### config.mk
export PLATFORM = sky130hd
export DESIGN_NAME = ksft_div
export DESIGN_NICKNAME = d
export VERILOG_FILES = /design/src/rtl/core/ksft_pkg.sv /design/src/rtl/core/ksft_div.sv
export SDC_FILE = /design/constraint.sdc
export NUM_CORES = 1
export LEC_CHECK = 0
export BUFFER_PORTS_ARGS = -buffer_cell sky130_fd_sc_hd__buf_2
export CAP_MARGIN = 20
export CORE_MARGIN = 1.5
export CORE_UTILIZATION = 45
export CTS_BUF_LIST = sky130_fd_sc_hd__clkbuf_4
export CTS_CLUSTER_DIAMETER = 120
export DETAILED_ROUTE_END_ITERATION = 8
export GPL_TIMING_DRIVEN = 0
export PLACE_DENSITY_LB_ADDON = 0.15
export SETUP_SLACK_MARGIN = 0.3
export SLEW_MARGIN = 0
export SYNTH_ARGS = -nofsm -noshare
export SYNTH_HDL_FRONTEND = slang
export SYNTH_SLANG_ARGS = --single-unit
### constraint.sdc
create_clock -name clock -period 5.5 [get_ports clock]
set_input_delay 0.55 -clock clock [delete_from_list [all_inputs] [get_ports clock]]
set_output_delay 0.55 -clock clock [all_outputs]
set_load 0.03 [all_outputs]
### src/rtl/core/ksft_pkg.sv
package ksft_pkg;

   // configuration register indexes
   localparam logic [2:0] CSR_FRICTION  = 3'd0;
   localparam logic [2:0] CSR_STOP_VEL  = 3'd1;
   localparam logic [2:0] CSR_IDLE_GAP  = 3'd2;
   localparam logic [2:0] CSR_MIN_VEL   = 3'd3;
   localparam logic [2:0] CSR_MAX_VEL   = 3'd4;

   localparam logic [15:0] FRICTION_RST = 16'd65405;
   localparam logic [30:0] STOP_VEL_RST = 31'd655;
   localparam logic [15:0] IDLE_GAP_RST = 16'd50;
   localparam logic [30:0] MIN_VEL_RST  = 31'd6554;
   localparam logic [30:0] MAX_VEL_RST  = 31'd524288;

   localparam logic [16:0] Q16_ONE = 17'd65536;

   typedef enum logic [3:0] {
      ST_IDLE,
      ST_SUM,
      ST_DIV,
      ST_EST,
      ST_EMIT,
      ST_POW_MUL,
      ST_POW_SQR,
      ST_DECAY,
      ST_DONE
   } state_type;

   // request to the shared multiplier
   typedef struct packed {
      logic        start;
      logic [47:0] a;
      logic [31:0] b;
   } mul_req_type;

endpackage

### src/rtl/core/ksft_div.sv
// Restoring divider, one quotient bit per cycle (40-bit dividend, 32-bit divisor).
module ksft_div (
   input  logic        clock,
   input  logic        reset,
   input  logic        start,
   input  logic [39:0] dividend,
   input  logic [31:0] divisor,
   output logic        done,
   output logic [39:0] quot
);
   import ksft_pkg::*;

   logic [39:0] q_ff, q_in;
   logic [32:0] r_ff, r_in;
   logic [31:0] d_ff, d_in;
   logic [5:0]  cnt_ff, cnt_in;
   logic        busy_ff, busy_in;
   logic        done_ff, done_in;
   logic [32:0] trial;

   always_comb begin
      q_in = q_ff; r_in = r_ff; d_in = d_ff; cnt_in = cnt_ff;
      busy_in = busy_ff; done_in = 1'b0;
      trial = '0;
      if (start) begin
         q_in = dividend; r_in = '0; d_in = divisor;
         cnt_in = 6'd40; busy_in = 1'b1;
      end else if (busy_ff) begin
         trial = {r_ff[31:0], q_ff[39]};
         if (trial >= {1'b0, d_ff}) begin
            r_in = trial - {1'b0, d_ff};
            q_in = {q_ff[38:0], 1'b1};
         end else begin
            r_in = trial;
            q_in = {q_ff[38:0], 1'b0};
         end
         cnt_in = cnt_ff - 6'd1;
         if (cnt_ff == 6'd1) begin
            busy_in = 1'b0;
            done_in = 1'b1;
         end
      end
   end

   always_ff @(posedge clock) begin
      if (reset) begin
         busy_ff <= 1'b0;
         done_ff <= 1'b0;
         cnt_ff  <= '0;
      end else begin
         busy_ff <= busy_in;
         done_ff <= done_in;
         cnt_ff  <= cnt_in;
      end
      q_ff <= q_in; r_ff <= r_in; d_ff <= d_in;
   end

   assign done = done_ff;
   assign quot = q_ff;
endmodule

Word-level counts from Yosys, hierarchy flattened
Cells that the tools add are included.
{"block": "totals", "ff_bits": 112, "inputBits": 75, "out_inout_bits": 41, "word_cells": 25}
{"block": "op_classes", "n_addsub": 2, "n_lt_le_gt_ge": 1, "n_eq_ne": 1, "muxes": 10, "bitwise": 1, "n_reduce_logical": 3}
{"op": "$mux 40", "count": 2}
{"op": "$ge 33x32->1", "count": 1}
{"op": "$mux 32", "count": 1}
{"op": "$sub 32x32->32", "count": 1}
{"op": "$mux 6", "count": 2}
{"op": "$eq 6x1->1 const B", "count": 1}
{"op": "$sub 6x1->6 const B", "count": 1}
{"op": "$mux 1", "count": 5}
{"op": "$reduce_or 3->1", "count": 1}
{"op": "$reduce_bool 2->1", "count": 1}
{"op": "$reduce_or 2->1", "count": 1}
{"op": "$not 1->1", "count": 1}

Longest topological paths before layout
{"block": "logic_depth", "ltp_word": 4, "mapped_depth": 14, "ltp_nobuf": 12}

Worst setup path after synthesis
No wires, ideal clock.
{"block": "synth_path", "kind": "register to register", "start": "reg q_ff[39] (netlist: quot[39])", "end": "reg r_ff[28]", "setup_time_ps": 122, "arrival_time_ps": 2908, "t_required_ps": 5378, "setup_slack_ps": 2470, "path_stages_with_launch": 13, "path_buffers": 0, "synth_period_minus_slack_ps": 3030, "path_cell_list": "edfxtp_1 > inv_1 > ha_1 > fa_1 > nor2b_1 > o31a_1 > a41oi_2 > o311ai_1 > a21oi_2 > a21oi_1 > xnor2_1 > nor3_1 > a311o_1"}
{"block": "synth_between", "elab_chain_cells": 2, "word_cells_on_any_way": 3, "cone_classes": "add/sub: 1; order compare: 1; mux: 1"}
{"item": "start: declaration", "line": "ksft_div.sv:13", "source": "logic [39:0] q_ff, q_in;"}
{"item": "start signal: assignment", "line": "ksft_div.sv:55", "source": "q_ff <= q_in; r_ff <= r_in; d_ff <= d_in;"}
{"item": "$sub 32x32->32 / $ge 33x32->1 (equally long branches)", "line": "ksft_div.sv:31, ksft_div.sv:30"}
{"item": "$mux 32 *", "line": "ksft_div.sv:30", "source": "if (trial >= {1'b0, d_ff}) begin"}
{"item": "end signal: assignment", "line": "ksft_div.sv:55"}
{"item": "end: declaration", "line": "ksft_div.sv:14", "source": "logic [32:0] r_ff, r_in;"}
Every way passes the cells marked *; elsewhere a longest branch is shown, timed or not.
A chain may end at the register's enable or synchronous reset.

Worst setup path in the final report
{"block": "layout_path", "start": "reg q_ff[39] (netlist: quot[39])", "end": "reg r_ff[30]"}
The elaborated chain is that of the path after synthesis.

==> results.cfg <==
[global_route]
grtUsageTotal = 0.2042
antenna_found_initial = 1
grt_pass1_wl_um = 23840
grt_pass1_vias = 4895
grt_max_degree = 41
grt_overflow_total = 0

[timing]
rsz0062_at_grt = false
tightest_slew_ns = 0.9314
drv_slew = 0
period_minus_slack_ns = 3.478
post-route-period-util = 0.6323
setup_viol = 0
final.setup.tns_ns = 0
finalClockSkew_ns = 0.03072
max_freq_mhz = 287.6
hold_ws_ns = 0.1942
slew-limit-headroom = 0.3769
hold_viol_final = 0

[routing]
wl_per_cell_um = 16.19
wl_um = 14670
ant_nets = 0
drt_iter0_markers = 340
drc = 0
viasPerCell = 5.454
vias = 4941
first_pass_iters = 5

[worst_setup_path]
worstSetupPathType = reg2reg
critical_path_arrival_ns = 3.89
worst_setup_path_end_kind = register
startpoint_type = register
critical_path.startpoint = quot[39]
ff2ff_path_depth = 12
cp_max_fo = 6
regToRegStartpoint = quot[39]
required_ns = 5.91

[logic_synthesis]
ys_async_sr_fraction = 0
syn_inst = 595
ys_warn_count = 0
ys_seq_area_frac = 0.4647
synth_flop_cell = edfxtp_1
ys_seq_elements = 112
synth_enable_flop_cells = 72
syn-num-nets = 705
synth_area_mm2 = 0.006376
avgSynthCellArea_um2 = 10.72
synth_cell_types = 67

[clock_network]
cts_root_buf = clkbuf_4
cts-hold-fix-buffers = 0
clk_path_buf_depth = 2
clock_sinks = 112
clk_latency_ns = 0.51
ctsResizeCount = 0
cts_inserted_buffers = 9
post_cts.repair.setup_buffers = 0
tritoncts = yes
htreeDepth = 3
clk_pin_slew_ns = 0.19

[run]
max_cap_viol_count = 0

[layout]
area_growth_pct = 14.62
drive_gt1_frac = 0.2759
final_nets = 830
layout_commonest_cell = buf_2
most-common-layout-cells = 119 x buf_2, 72 x edfxtp_1, 52 x nor2_1
fin_util = 0.5265
fillerInstances = 1265

[power_and_ir_drop]
pwr_density_cell_mw_per_mm2 = 288.7
seqPwrFrac = 0.487
ir_drop_v = 0.0001820
p_sw_uw = 747.7
sw_frac_of_total = 0.3544
leakagePower_uw = 0.003020
p_clk_frac = 0.191
power.internal_uw = 1362
combPwrFrac = 0.322

[hold_path]
min-delay-start = divisor[12]
hold_depth = 1
hold_class = in2reg

[die]
dieArea_mm2 = 0.01489
die_h_um = 122.0
ios = 116
initial_core_util = 0.4593
die_w_um = 122.0
design.core.area_mm2 = 0.01388
rows = 43

[placed_design]
gp_congestion = 0.8987
detailedPlacementHpwl_um = 10850
portBuffers = 114

[run_status]
status = finished, final reports clean
registers in the layout, indices dropped and copies added, names as in the netlist:
signal / count
done: 1
quot: 40
d_ff: 32
busy_ff: 1
cnt_ff: 6
r_ff: 32
kinds of logic after synthesis:
family | share of synthesized area
xor gates and xnor gates | 0.03709
muxes | 0.1036
buffers and inverters | 0.05259
adders and majority gates | 0.06986
DFF | 0.4647
AOI/OAI and AO/OA | 0.1627
and+or+nand+nor | 0.1095
through the flow:
| step | instance area, um2 | worst slack (ns) | total power [uW] | std cells |
|---|---|---|---|---|
| after floorplan | 6376 | 2.470 | 1546 | 595 |
| after global placement | 7172 | 2.124 | 1711 | 889 |
| after detailed placement | 7174 | 2.073 | 1723 | 889 |
| after CTS | 7306 | 2.019 | 2129 | 905 |
| after global routing | 7306 | 1.837 | 2228 | 905 |
| final | 7308 | 2.022 | 2110 | 906 |
layout make-up:
cell class	instances	area, um2	area share
multi-input cells	412	3080	0.4215
clock inverters	7	63.81	0.008731
clock buffers	9	67.56	0.009245
flip-flops and latches	112	2963	0.4054
repair buffers	114	570.5	0.07807
inverters	42	157.7	0.02157
plain buffers	29	177.7	0.02431
well taps	180	225.2	0.03082
diodes	1	2.502	0.0003424
metal layers:
layer	vias to the layer above	GRT usage	part of all wire	wire length (um)
met3	14	0.06835	0.070	1032
met1	2332	0.2610	0.45	6623
met4	0	0.05735	0.014	201
met2	138	0.3297	0.46	6812
li1	2457	-	-	-
met5	-	0	0	0
power groups by stage:
| stage | clock, uW | sequential (uW) | combinational [uW] |
|---|---|---|---|
| floorplan | 0 | 1100 | 444 |
| global placement | 0 | 1040 | 667 |
| detailed placement | 0 | 1050 | 677 |
| CTS | 421 | 1030 | 680 |
| global route | 444 | 1040 | 745 |
| finish | 404 | 1030 | 679 |
critical path, stage by stage (launching register included):
cell and delay (ns):
edfxtp_1 0.44, inv_1 0.06, ha_1 0.22, fa_1 0.38
nor2b_1 0.25, o31a_1 0.24, a41oi_2 0.24, o311ai_1 0.52
a21oi_2 0.14, a21oi_1 0.28, mux2i_1 0.22, o21ai_1 0.10
a311oi_1 0.28
cell usage after synthesis (5+ instances only):
cell type | count | area (um2)
a21o_1 | 13 | 97.59
a311oi_1 | 5 | 43.79
mux2i_1 | 21 | 210.2
inv_1 | 41 | 153.9
nor2_1 | 52 | 195.2
a211oi_1 | 25 | 187.7
dfxtp_1 | 40 | 800.8
mux2_2 | 40 | 450.4
nand2b_1 | 5 | 31.28
nand3_1 | 7 | 35.03
xnor2_1 | 19 | 166.4
a21oi_1 | 34 | 170.2
nand4_1 | 9 | 56.30
o21ai_1 | 5 | 25.02
o21a_1 | 6 | 45.04
xor2_1 | 8 | 70.07
buf_2 | 5 | 25.02
ha_1 | 34 | 425.4
edfxtp_1 | 72 | 2162
clkbuf_1 | 16 | 60.06
o21ai_0 | 17 | 85.08
nor4_1 | 5 | 31.28
nand2_1 | 35 | 131.4
nor3_1 | 9 | 45.04
path summary, 6_finish.rpt:
path,endpoint,slack [ns]
max,r_ff[30],2.02
min,d_ff[12],0.19
max reg2reg,r_ff[30],2.02
min reg2reg,r_ff[7],0.52
(Power assumes the default switching activity.)
